--- src/rtl/core/rmd_pkg.sv ---
// Shared types, codes and constants of the RPC record mark deframer.
`default_nettype none

package rmd_pkg;

  // Queue depth between the front part and the back part, and of the result queue.
  localparam int QUEUE_DEPTH = 2;

  // Configuration port.
  localparam int CFG_DATA_W = 32;
  localparam int CFG_ADDR_W = 3;
  localparam logic REG_FRAGMENT_LIMIT = 1'b0;
  localparam logic REG_RECORD_LIMIT   = 1'b1;

  localparam logic [30:0] FRAGMENT_LIMIT_RESET = 31'd1048576;
  localparam logic [31:0] RECORD_LIMIT_RESET   = 32'd4194304;

  // Record mark layout.
  localparam int MARK_LAST_BIT = 31;
  localparam logic [1:0] MARK_FINAL_BYTE = 2'd3;

  // Input kinds.
  localparam logic KIND_DATA = 1'b0;
  localparam logic KIND_EOS  = 1'b1;

  // Result kinds.
  localparam logic [1:0] RK_PAYLOAD    = 2'd0;
  localparam logic [1:0] RK_EMPTY_END  = 2'd1;
  localparam logic [1:0] RK_ERROR      = 2'd2;

  // Error codes.
  localparam logic [2:0] ERR_NONE         = 3'd0;
  localparam logic [2:0] ERR_FRAGMENT_LEN = 3'd1;
  localparam logic [2:0] ERR_RECORD_LEN   = 3'd2;
  localparam logic [2:0] ERR_TRUNCATED    = 3'd3;
  localparam logic [2:0] ERR_EOS_AT_MARK  = 3'd4;

  typedef struct packed {
    logic       kind;
    logic [7:0] stream_byte;
  } item_t;

  typedef struct packed {
    logic [1:0] result_kind;
    logic [7:0] payload_byte;
    logic       record_end;
    logic [2:0] error_code;
  } result_t;

  typedef enum logic {
    CMD_DATA = 1'b0,
    CMD_EOS  = 1'b1
  } cmd_op_t;

  typedef struct packed {
    cmd_op_t    op;
    logic [7:0] data;
  } cmd_t;

  typedef enum logic [1:0] {
    PH_HEADER  = 2'd0,
    PH_PAYLOAD = 2'd1,
    PH_FAILED  = 2'd2
  } phase_t;

endpackage

`default_nettype wire

--- src/rtl/core/rmd_fifo.sv ---
// Small flop-based first-in first-out queue used between and after the deframer parts.
`default_nettype none

module rmd_fifo #(
  parameter int WIDTH = 8,
  parameter int DEPTH = rmd_pkg::QUEUE_DEPTH
) (
  input  wire logic             clk,
  input  wire logic             rst,
  input  wire logic             push,
  input  wire logic [WIDTH-1:0] wdata,
  output logic                  full,
  input  wire logic             pop,
  output logic      [WIDTH-1:0] rdata,
  output logic                  empty
);

  // DEPTH must be a power of two, at least 2, so the pointers wrap on their own.
  localparam int AW = $clog2(DEPTH);
  localparam int CW = $clog2(DEPTH + 1);

  logic [WIDTH-1:0] slots [DEPTH];
  logic [AW-1:0]    wr_ptr;
  logic [AW-1:0]    rd_ptr;
  logic [CW-1:0]    count;
  logic             do_push;
  logic             do_pop;

  assign full    = (count == CW'(DEPTH));
  assign empty   = (count == '0);
  assign do_push = push && !full;
  assign do_pop  = pop && !empty;
  assign rdata   = slots[rd_ptr];

  always_ff @(posedge clk) begin
    if (rst) begin
      wr_ptr <= '0;
      rd_ptr <= '0;
      count  <= '0;
    end else begin
      if (do_push) begin
        wr_ptr <= wr_ptr + AW'(1);
      end
      if (do_pop) begin
        rd_ptr <= rd_ptr + AW'(1);
      end
      if (do_push && !do_pop) begin
        count <= count + CW'(1);
      end else if (do_pop && !do_push) begin
        count <= count - CW'(1);
      end
    end
  end

  always_ff @(posedge clk) begin
    if (do_push) begin
      slots[wr_ptr] <= wdata;
    end
  end

endmodule

`default_nettype wire

--- src/rtl/core/rmd_front.sv ---
// Front part: accepts stream items, classifies them into commands and queues them.
`default_nettype none

module rmd_front #(
  parameter int DEPTH = rmd_pkg::QUEUE_DEPTH
) (
  input  wire logic          clk,
  input  wire logic          rst,
  input  wire logic          push,
  input  wire rmd_pkg::item_t item,
  output logic               full,
  output logic               cmd_valid,
  output rmd_pkg::cmd_t      cmd,
  input  wire logic          cmd_take
);

  rmd_pkg::cmd_t cmd_in;
  logic          cmd_empty;

  // An end-of-stream item carries no byte; its data field is cleared.
  always_comb begin
    if (item.kind == rmd_pkg::KIND_EOS) begin
      cmd_in.op   = rmd_pkg::CMD_EOS;
      cmd_in.data = 8'd0;
    end else begin
      cmd_in.op   = rmd_pkg::CMD_DATA;
      cmd_in.data = item.stream_byte;
    end
  end

  rmd_fifo #(
    .WIDTH($bits(rmd_pkg::cmd_t)),
    .DEPTH(DEPTH)
  ) u_cmd_fifo (
    .clk  (clk),
    .rst  (rst),
    .push (push),
    .wdata(cmd_in),
    .full (full),
    .pop  (cmd_take),
    .rdata(cmd),
    .empty(cmd_empty)
  );

  assign cmd_valid = !cmd_empty;

endmodule

`default_nettype wire

--- src/rtl/core/rmd_back.sv ---
// Back part: record mark parser, limit checks and payload pass-through.
`default_nettype none

module rmd_back (
  input  wire logic              clk,
  input  wire logic              rst,
  input  wire logic              cmd_valid,
  input  wire rmd_pkg::cmd_t     cmd,
  output logic                   cmd_take,
  input  wire logic [30:0]       fragment_limit,
  input  wire logic [31:0]       record_limit,
  input  wire logic              res_full,
  output logic                   res_push,
  output rmd_pkg::result_t       res
);

  rmd_pkg::phase_t phase, phase_next;
  logic [1:0]  mark_count, mark_count_next;
  logic [23:0] mark_acc, mark_acc_next;
  logic        final_frag, final_frag_next;
  logic [30:0] bytes_rem, bytes_rem_next;
  logic [31:0] record_total, record_total_next;

  logic [31:0] mark;
  logic [30:0] frag_len;
  logic        frag_last;
  logic [32:0] total_sum;
  logic        frag_too_long;
  logic        rec_too_long;
  logic        mark_done;
  logic        is_eos;

  assign cmd_take = cmd_valid && !res_full;
  assign is_eos   = (cmd.op == rmd_pkg::CMD_EOS);

  assign mark          = {mark_acc, cmd.data};
  assign frag_len      = mark[30:0];
  assign frag_last     = mark[rmd_pkg::MARK_LAST_BIT];
  assign total_sum     = {1'b0, record_total} + {2'b00, frag_len};
  assign frag_too_long = (frag_len > fragment_limit);
  assign rec_too_long  = (total_sum > {1'b0, record_limit});
  assign mark_done     = (mark_count == rmd_pkg::MARK_FINAL_BYTE);

  // Next state.
  always_comb begin
    phase_next        = phase;
    mark_count_next   = mark_count;
    mark_acc_next     = mark_acc;
    final_frag_next   = final_frag;
    bytes_rem_next    = bytes_rem;
    record_total_next = record_total;
    if (cmd_take) begin
      unique case (phase)
        rmd_pkg::PH_HEADER: begin
          if (is_eos) begin
            phase_next = rmd_pkg::PH_FAILED;
          end else if (!mark_done) begin
            mark_acc_next   = {mark_acc[15:0], cmd.data};
            mark_count_next = mark_count + 2'd1;
          end else begin
            mark_acc_next   = 24'd0;
            mark_count_next = 2'd0;
            if (frag_too_long || rec_too_long) begin
              phase_next = rmd_pkg::PH_FAILED;
            end else if (frag_len == 31'd0) begin
              if (frag_last) begin
                record_total_next = 32'd0;
              end
            end else begin
              record_total_next = total_sum[31:0];
              bytes_rem_next    = frag_len;
              final_frag_next   = frag_last;
              phase_next        = rmd_pkg::PH_PAYLOAD;
            end
          end
        end
        rmd_pkg::PH_PAYLOAD: begin
          if (is_eos) begin
            phase_next = rmd_pkg::PH_FAILED;
          end else begin
            bytes_rem_next = bytes_rem - 31'd1;
            if (bytes_rem == 31'd1) begin
              if (final_frag) begin
                record_total_next = 32'd0;
              end
              final_frag_next = 1'b0;
              phase_next      = rmd_pkg::PH_HEADER;
            end
          end
        end
        default: begin
          phase_next = phase;
        end
      endcase
    end
  end

  // Result generation.
  always_comb begin
    res_push         = 1'b0;
    res.result_kind  = rmd_pkg::RK_PAYLOAD;
    res.payload_byte = 8'd0;
    res.record_end   = 1'b0;
    res.error_code   = rmd_pkg::ERR_NONE;
    if (cmd_take) begin
      unique case (phase)
        rmd_pkg::PH_HEADER: begin
          if (is_eos) begin
            res_push        = 1'b1;
            res.result_kind = rmd_pkg::RK_ERROR;
            res.error_code  = rmd_pkg::ERR_EOS_AT_MARK;
          end else if (mark_done) begin
            if (frag_too_long) begin
              res_push        = 1'b1;
              res.result_kind = rmd_pkg::RK_ERROR;
              res.error_code  = rmd_pkg::ERR_FRAGMENT_LEN;
            end else if (rec_too_long) begin
              res_push        = 1'b1;
              res.result_kind = rmd_pkg::RK_ERROR;
              res.error_code  = rmd_pkg::ERR_RECORD_LEN;
            end else if (frag_len == 31'd0 && frag_last) begin
              res_push        = 1'b1;
              res.result_kind = rmd_pkg::RK_EMPTY_END;
              res.record_end  = 1'b1;
            end
          end
        end
        rmd_pkg::PH_PAYLOAD: begin
          res_push = 1'b1;
          if (is_eos) begin
            res.result_kind = rmd_pkg::RK_ERROR;
            res.error_code  = rmd_pkg::ERR_TRUNCATED;
          end else begin
            res.payload_byte = cmd.data;
            res.record_end   = final_frag && (bytes_rem == 31'd1);
          end
        end
        default: begin
          res_push = 1'b0;
        end
      endcase
    end
  end

  always_ff @(posedge clk) begin
    if (rst) begin
      phase        <= rmd_pkg::PH_HEADER;
      mark_count   <= 2'd0;
      mark_acc     <= 24'd0;
      final_frag   <= 1'b0;
      bytes_rem    <= 31'd0;
      record_total <= 32'd0;
    end else begin
      phase        <= phase_next;
      mark_count   <= mark_count_next;
      mark_acc     <= mark_acc_next;
      final_frag   <= final_frag_next;
      bytes_rem    <= bytes_rem_next;
      record_total <= record_total_next;
    end
  end

endmodule

`default_nettype wire

--- src/rtl/core/rpc_record_mark_deframer_top.sv ---
// Top level of the RPC record mark deframer: configuration registers, front, back, result queue.
`default_nettype none

// Channel   Ports                                    Transfer when
// input     push, full, item (kind, stream_byte)     push && !full
// result    pop, empty, result (kind, byte, end,     pop && !empty
//           error_code)
// config    psel, penable, pwrite, paddr, pwdata,    psel && penable && pwrite && pready
//           prdata, pready
//
// The block sustains one input transfer per cycle while full is low, and at most one result
// per input item. An accepted item is registered in the command queue, taken by the back
// part, and its result is registered in the result queue before it shows on the ports.
// The back part handles one command per cycle while the result queue has room; its mark
// length check against both limits is combinational. When the result queue fills, the
// back part stalls and the command queue absorbs up to QUEUE_DEPTH items before full rises.
// Synchronous reset empties both queues, returns the parser to the header phase and
// loads the limit registers with their default values.

module rpc_record_mark_deframer_top #(
  parameter int QUEUE_DEPTH = rmd_pkg::QUEUE_DEPTH
) (
  input  wire logic                            clk,
  input  wire logic                            rst,
  input  wire logic                            push,
  input  wire rmd_pkg::item_t                  item,
  output logic                                 full,
  input  wire logic                            pop,
  output rmd_pkg::result_t                     result,
  output logic                                 empty,
  input  wire logic                            psel,
  input  wire logic                            penable,
  input  wire logic                            pwrite,
  input  wire logic [rmd_pkg::CFG_ADDR_W-1:0]  paddr,
  input  wire logic [rmd_pkg::CFG_DATA_W-1:0]  pwdata,
  output logic      [rmd_pkg::CFG_DATA_W-1:0]  prdata,
  output logic                                 pready
);

  // Configuration registers. Each register sits at a 4-byte step, so address bit 2
  // selects between them; the lower address bits are not decoded.
  logic [30:0] fragment_limit;
  logic [31:0] record_limit;
  logic        cfg_write;

  assign pready    = 1'b1;
  assign cfg_write = psel && penable && pwrite && pready;

  always_ff @(posedge clk) begin
    if (rst) begin
      fragment_limit <= rmd_pkg::FRAGMENT_LIMIT_RESET;
      record_limit   <= rmd_pkg::RECORD_LIMIT_RESET;
    end else if (cfg_write) begin
      unique case (paddr[2])
        rmd_pkg::REG_FRAGMENT_LIMIT: fragment_limit <= pwdata[30:0];
        rmd_pkg::REG_RECORD_LIMIT:   record_limit   <= pwdata;
        default:                     record_limit   <= record_limit;
      endcase
    end
  end

  always_comb begin
    unique case (paddr[2])
      rmd_pkg::REG_FRAGMENT_LIMIT: prdata = {1'b0, fragment_limit};
      rmd_pkg::REG_RECORD_LIMIT:   prdata = record_limit;
      default:                     prdata = '0;
    endcase
  end

  // The front part turns each input transfer into a command and holds it in a short
  // queue, so input transfers continue while the back part waits on the result side.
  logic          cmd_valid;
  rmd_pkg::cmd_t cmd;
  logic          cmd_take;

  rmd_front #(
    .DEPTH(QUEUE_DEPTH)
  ) u_front (
    .clk      (clk),
    .rst      (rst),
    .push     (push),
    .item     (item),
    .full     (full),
    .cmd_valid(cmd_valid),
    .cmd      (cmd),
    .cmd_take (cmd_take)
  );

  // The back part parses record marks, checks the limits and produces results. It only
  // takes a command when the result queue has room for whatever that command produces.
  logic             res_full;
  logic             res_push;
  rmd_pkg::result_t res;

  rmd_back u_back (
    .clk           (clk),
    .rst           (rst),
    .cmd_valid     (cmd_valid),
    .cmd           (cmd),
    .cmd_take      (cmd_take),
    .fragment_limit(fragment_limit),
    .record_limit  (record_limit),
    .res_full      (res_full),
    .res_push      (res_push),
    .res           (res)
  );

  // The result queue parts the back part from the consumer, so a result waiting for its
  // transfer does not stop the next command from being handled.
  rmd_fifo #(
    .WIDTH($bits(rmd_pkg::result_t)),
    .DEPTH(QUEUE_DEPTH)
  ) u_result_fifo (
    .clk  (clk),
    .rst  (rst),
    .push (res_push),
    .wdata(res),
    .full (res_full),
    .pop  (pop),
    .rdata(result),
    .empty(empty)
  );

`ifndef ASSERT_OFF
  // A result is only produced when the result queue can take it.
  assert property (@(posedge clk) disable iff (rst) res_push |-> !res_full)
    else $error("result produced while result queue is full");

  // Commands are only consumed when one is waiting.
  assert property (@(posedge clk) disable iff (rst) cmd_take |-> cmd_valid)
    else $error("command taken from an empty command queue");

  // After an error the parser is failed, so the following cycle produces nothing.
  assert property (@(posedge clk) disable iff (rst)
    (res_push && res.result_kind == rmd_pkg::RK_ERROR) |=> !res_push)
    else $error("result produced after an error");
`endif

endmodule

`default_nettype wire

--- config.mk ---
export PLATFORM = sky130hd
export DESIGN_NAME = rpc_record_mark_deframer_top
export DESIGN_NICKNAME = d
export VERILOG_FILES = /design/src/rtl/core/rmd_pkg.sv /design/src/rtl/core/rmd_fifo.sv /design/src/rtl/core/rmd_front.sv /design/src/rtl/core/rmd_back.sv /design/src/rtl/core/rpc_record_mark_deframer_top.sv
export SDC_FILE = /design/constraint.sdc
export NUM_CORES = 1
export LEC_CHECK = 0
export BUFFER_PORTS_ARGS = -buffer_cell sky130_fd_sc_hd__buf_2
export CAP_MARGIN = 10
export CELL_PAD_IN_SITES_DETAIL_PLACEMENT = 1
export CELL_PAD_IN_SITES_GLOBAL_PLACEMENT = 2
export CORE_ASPECT_RATIO = 1.4
export CORE_MARGIN = 2
export CORE_UTILIZATION = 34
export DETAILED_ROUTE_END_ITERATION = 10
export PLACE_DENSITY_LB_ADDON = 0.1
export SLEW_MARGIN = 20
export SYNTH_ARGS = -nofsm -noshare
export SYNTH_HDL_FRONTEND = slang
export SYNTH_HIERARCHICAL = 1
export SYNTH_SLANG_ARGS = --single-unit
--- constraint.sdc ---
create_clock -name clk -period 5.8 [get_ports clk]
set_input_delay 0.58 -clock clk [delete_from_list [all_inputs] [get_ports clk]]
set_output_delay 0.58 -clock clk [all_outputs]
set_load 0.02 [all_outputs]
; ---- Yosys cells after proc, flatten, opt, wreduce, memory -nomap -nowiden
; Memory sizes are Yosys's and may differ from the RTL's. A register that Yosys moved wholly into a read port is not among the register bits.
; Cells that the tools add are included.
[word_totals]
memories = 2
elab_cells = 154
out_inout_bits = 49
reg_bits = 163
ram_bits = 46
in_bits = 51
[mem_list]
columns = name, depth, word_bits, rd, rd_clocked_by_memory_dff, write_ports, line_no
row1 = u_result_fifo.slots, 2, 14, 1, 1, 1, rmd_fifo.sv:22  ; logic [WIDTH-1:0] slots [DEPTH];
row2 = u_front.u_cmd_fifo.slots, 2, 9, 1, 1, 1, rmd_fifo.sv:22
[op_classes]
muxes = 71
eq_ne = 16
n_reduce_logical = 36
n_addsub = 11
bitwise = 2
order_cmp = 2
[op_table]
columns = op, count
row1 = 32-bit two-way mux, 8
row2 = 31-bit two-way mux, 5
row3 = 32-bit case mux with 2 select lines, 2
row4 = 31-bit case mux with 2 select lines, 1
row5 = 2-bit two-way mux, 18
row6 = 32-bit by 31-bit adder with 33-bit output, 1
row7 = 33-bit by 32-bit > comparator with 1-bit output, 1
row8 = "31-bit by 1-bit == test with 1-bit output, second input constant", 1
row9 = 31-bit > comparator, 1
row10 = 31-bit logical NOT, 1
row11 = "31-bit by 1-bit subtractor with 31-bit output, second input constant", 1
row12 = 1-bit two-way mux, 24
row13 = 24-bit two-way mux, 1
row14 = 9-bit two-way mux, 2
row15 = 14-bit two-way mux, 1
row16 = 1-bit logical AND, 13
row17 = "3-bit by 2-bit != test with 1-bit output, second input constant", 3
row18 = 9-bit AND reduction, 1
row19 = 1-bit logical NOT, 8
row20 = 8-bit two-way mux, 1
row21 = "2-bit != test, second input constant", 4
row22 = 2-bit case mux with 2 select lines, 2
row23 = 4-bit case mux with 2 select lines, 1
row24 = 8-bit AND reduction, 1
row25 = other kinds (18), 36

; ---- Longest topological paths before layout
[logic_depth]
ltp_word = 14
depth_mapped = 29
ltp_nobuf = 28

; ---- By module
; The synthesis kept the hierarchy.
[by_module_without_submodules]
columns = mod, n_inst, cells_each, area_per_inst_um2, seq_area_each_um2
row1 = rmd_back, 1, 1077, 8022.7, 1841.8
row2 = rpc_record_mark_deframer_top, 1, 282, 3022.9, 1261.2
row3 = rmd_fifo at u_result_fifo, 1, 68, 1221.2, 940.9
row4 = rmd_fifo at u_front.u_cmd_fifo, 1, 53, 864.6, 640.6
row5 = rmd_front, 1, 9, 53.8, 0.0

; ---- Least setup slack after synthesis
; OpenSTA, ideal clock, no wires.
[synth_path]
kind = reg2reg
start = register (tool-made name)
end = memory u_result_fifo/slots[0][0] (netlist bit), enable pin
stages_incl_launch_ff = 25
t_required_ps = 5446
arrival_time_ps = 5366
slack_ps = 80
path_buffers = 1
setup_time_ps = 354
synth_period_minus_slack_ps = 5720
path_cell_list = dfxtp_1 > buf_2 > mux2_2 > ha_1 > a21o_1 > or3_1 > o211ai_1 > o2111ai_1 > a31oi_1 > o32ai_1 > a31oi_1 > xnor2_1 > ha_1 > nand3_1 > nor4bb_1 > nand4_1 > a31oi_1 > o32ai_2 > o211a_4 > o21ai_0 > o21ai_0 > a21oi_1 > inv_1 > or3_1 > inv_1
[synth_rtl]
columns = item, line_no
row1 = to (decl), rmd_fifo.sv:22

==> flow_metrics.env <==
export IMPL_outcome="finished, violations left"
export IMPL_violations="setup timing"
export IMPL_synth_warnings=6
export IMPL_cp_required_ns=6.28
export IMPL_die_w_um=170
export IMPL_area_delta_synth_final_pct=25.8
export IMPL_cts_tree="yes"
export IMPL_synth_top_cells_by_count="dfxtp_1, nand2_1, a21oi_1"
export IMPL_rrSetupSlack_ns=-0.02
export IMPL_antenna_found_initial=0
export IMPL_grt_pass1_wl_um=70300
export IMPL_clock_root_buffer="clkbuf_16"
export IMPL_synth_edf_count=46
export IMPL_core_area_um2=38400
export IMPL_yosysMostFrequentCell="dfxtp_1"
export IMPL_drt_iter0_drc=477
export IMPL_min_path_type="in -> reg"
export IMPL_numCtsBuffers=25
export IMPL_cp_endpoint="u_result_fifo/count[1]"
export IMPL_syn_area_um2=13200
export IMPL_maxSlewHeadroom_pct=33.3
export IMPL_yosysSeqAreaShare_pct=35.5
export IMPL_design_area_um2=16600
export IMPL_switching_share_pct=33.8
export IMPL_synthFlopType="dfxtp_1"
export IMPL_ant_nets=0
export IMPL_overflow=0
export IMPL_drv_cap=0
export IMPL_die_y_um=237
export IMPL_fin_skew_ns=0.0154
export IMPL_post_dp_hpwl_um=33200
export IMPL_gp_congestion=0.833
export IMPL_die_area_um2=40400
export IMPL_wire_per_inst_um=20.1
export IMPL_rsz0062_at_grt="yes"
export IMPL_pwr_share_comb_pct=31.6
export IMPL_h_tree_depth=1
export IMPL_io_pins=100
export IMPL_diodes=0
export IMPL_synth_top_area_share_pct=25.1
export IMPL_initial_core_util_pct=34.3
export IMPL_synth_net_count=1640
export IMPL_layout_drive_gt1_share_pct=25.0
export IMPL_worst_slack_ns=-0.0172
export IMPL_drt_pass1_iter_count=5
export IMPL_worst_setup_path_type="reg -> reg"
export IMPL_cp_common_cell="buf_4"
export IMPL_fin_crit_sh_pct=100
export IMPL_p_clk_share_pct=32.2
export IMPL_first_global_vias=12400
export IMPL_cts_hold_fix_buffers=0
export IMPL_crit_arrival_ns=6.30
export IMPL_r2r_cells=30
export IMPL_leakage_nw=6.96
export IMPL_crit_fanout=4
export IMPL_vias_per_cell=5.25
export IMPL_start_kind="flop"
export IMPL_synthCells=1489
export IMPL_end_kind="flop"
export IMPL_cts_path_max_buffers=3
export IMPL_peakVddDrop_v=0.000176
export IMPL_cpPeakStageDelay_ns=0.39
export IMPL_ys_ff_latch=211
export IMPL_total_power_w=0.00472
export IMPL_cts_num_sinks=211
export IMPL_final_core_util_pct=43.2
export IMPL_yosysTopAreaCell="dfxtp_1"
export IMPL_min_period_ns=5.82
export IMPL_postSynthAreaPerCell_um2=8.86
export IMPL_path_clk_slew_ns=0.06
export IMPL_grt_max_degree=109
export IMPL_power_internal_w=0.00313
export IMPL_vias=11800
export IMPL_p_per_area_nw_per_um2=285
export IMPL_rows=85
export IMPL_p_seq_share_pct=36.2
export IMPL_track_usage_pct=22.3
export IMPL_synth_distinct_cells=89
export IMPL_slowest_stage="or3_4"
export IMPL_drc_errors=0
export IMPL_setup_viol=1
export IMPL_reg2reg_to="u_result_fifo/count[1]"
export IMPL_io_buffers=96
export IMPL_synth_async_reset_ratio_pct=0
export IMPL_fmax_mhz=172
export IMPL_hold_viol=0
export IMPL_setup_tns_ns=-0.0172
export IMPL_power_switching_w=0.00160
export IMPL_tightestPinTransition_ns=0.997
export IMPL_wirelength_um=45300
export IMPL_synth_area_leaders="dfxtp_1, edfxtp_1, ha_1"
export IMPL_place_area_um2=14900
export IMPL_final_nets=1860
export IMPL_slew_viol_final=0
export IMPL_clock_latency_ns=0.55
-- stage by stage --
step           hold slack [ns]  setup WS (ns)  cells
4_1_cts                  0.277        0.00246   2228
3_3_place_gp             0.443         -0.549   2156
3_5_place_dp             0.456         -0.649   2156
5_1_grt                  0.302         -0.260   2248
2_1_floorplan            0.436         0.0800   1489
6_report                 0.312        -0.0172   2248
-- registers in the layout, summed over array words and instances, names as in the netlist, named ones only --
register                   cells
u_front/u_cmd_fifo/count       2
fragment_limit                31
record_limit                  32
u_back/record_total           32
u_front/u_cmd_fifo/slots      18
u_back/phase                   2
u_back/bytes_rem              31
u_back/final_frag              1
u_front/u_cmd_fifo/wr_ptr      1
u_result_fifo/count            2
u_back/mark_count              2
u_result_fifo/rd_ptr           1
u_result_fifo/wr_ptr           1
u_front/u_cmd_fifo/rd_ptr      1
u_result_fifo/slots           28
u_back/mark_acc               24
-- worst min-delay path by stage --
| stage | from | endpoint | slack, ns | depth (start not counted) |
|---|---|---|---|---|
| after floorplan | u_back/record_total[0] | u_back/record_total[0] | 0.44 | 2 |
| after detailed placement | u_back/record_total[14] | u_back/record_total[14] | 0.46 | 2 |
| after CTS | pwdata[20] | record_limit[20] | 0.28 | 3 |
| final | pwdata[22] | fragment_limit[22] | 0.31 | 3 |
| after global routing | pwdata[22] | fragment_limit[22] | 0.30 | 3 |
| after global placement | u_back/record_total[19] | u_back/record_total[19] | 0.44 | 2 |
-- cells by family (layout without fill, tap and decap cells) --
logic type	count (synthesis)	in the layout	share of synthesized area [%]
other	1	1	0.0284
xor gates and xnor gates	35	35	2.32
DFF	211	211	35.5
adders and majority gates	100	100	9.55
AOI/OAI and AO/OA	302	302	14.7
and+or+nand+nor	527	527	20.9
buffers and inverters	170	407	5.60
muxes	143	143	11.4
-- worst max-delay path, delay by kind of cell (launching register included) --
| family | cells | cell delay [ns] |
|---|---|---|
| mux | 1 | 0.32 |
| fa+ha+maj | 3 | 0.64 |
| xor+xnor | 2 | 0.20 |
| compound gates | 12 | 2.21 |
| buf+inv | 7 | 0.86 |
| flops | 1 | 0.38 |
| simple gates | 5 | 1.09 |
-- final cells by class --
class                   instances  area, µm²
flip-flops and latches        211       4690
inverters                      96        360
clock buffers                  33        686
repair buffers                267       1890
fillers                      4497      21800
well taps                     522        653
clock inverters                11       85.1
multi-input cells            1108       8220
-- per-layer routing --
layer / vias to the layer above / wire length (µm) / GRT usage, %
li1: 5744 / - / -
met1: 5800 / 19900 / 28.1
met2: 189 / 22700 / 39.5
met3: 65 / 1300 / 2.41
met4: 0 / 1380 / 6.97
met5: - / 0 / 0
-- cells in the final DEF, fill, tap and decap left out, types with 5 or more instances in the layout --
master / n
nand2_1: 128
a211oi_1: 11
a21oi_1: 108
buf_4: 153
nor3_1: 22
nand4_1: 14
clkbuf_1: 5
a21o_1: 14
and3_1: 16
o21ai_0: 45
mux2_2: 51
or3_1: 9
xor2_1: 12
edfxtp_1: 46
nor2_1: 75
nand2b_1: 105
mux2i_1: 87
clkbuf_16: 26
inv_1: 92
and2_1: 17
buf_6: 14
buf_2: 95
nor4_1: 12
ha_4: 9
mux2_4: 5
xnor2_1: 20
a31oi_1: 7
nor2b_1: 15
o22ai_1: 10
nand3_1: 78
o211ai_1: 9
dfxtp_1: 164
o31ai_1: 9
ha_1: 90
o21ai_1: 12
-- power by group through the flow --
stage	combinational, W	clock [W]	sequential (W)
after floorplan	0.000848	0	0.00171
after global placement	0.00135	0	0.00173
after detailed placement	0.00138	0	0.00173
after CTS	0.00144	0.00158	0.00171
after global routing	0.00164	0.00164	0.00172
final	0.00149	0.00152	0.00171
-- repair_timing --
item,in CTS,in global routing
setup buffers,28,20
resized for setup,48,45
cloned,0,1
pin swaps,32,43
endpoints found under the setup margin,92,81
No activity file was read; power rests on OpenSTA's default activity.
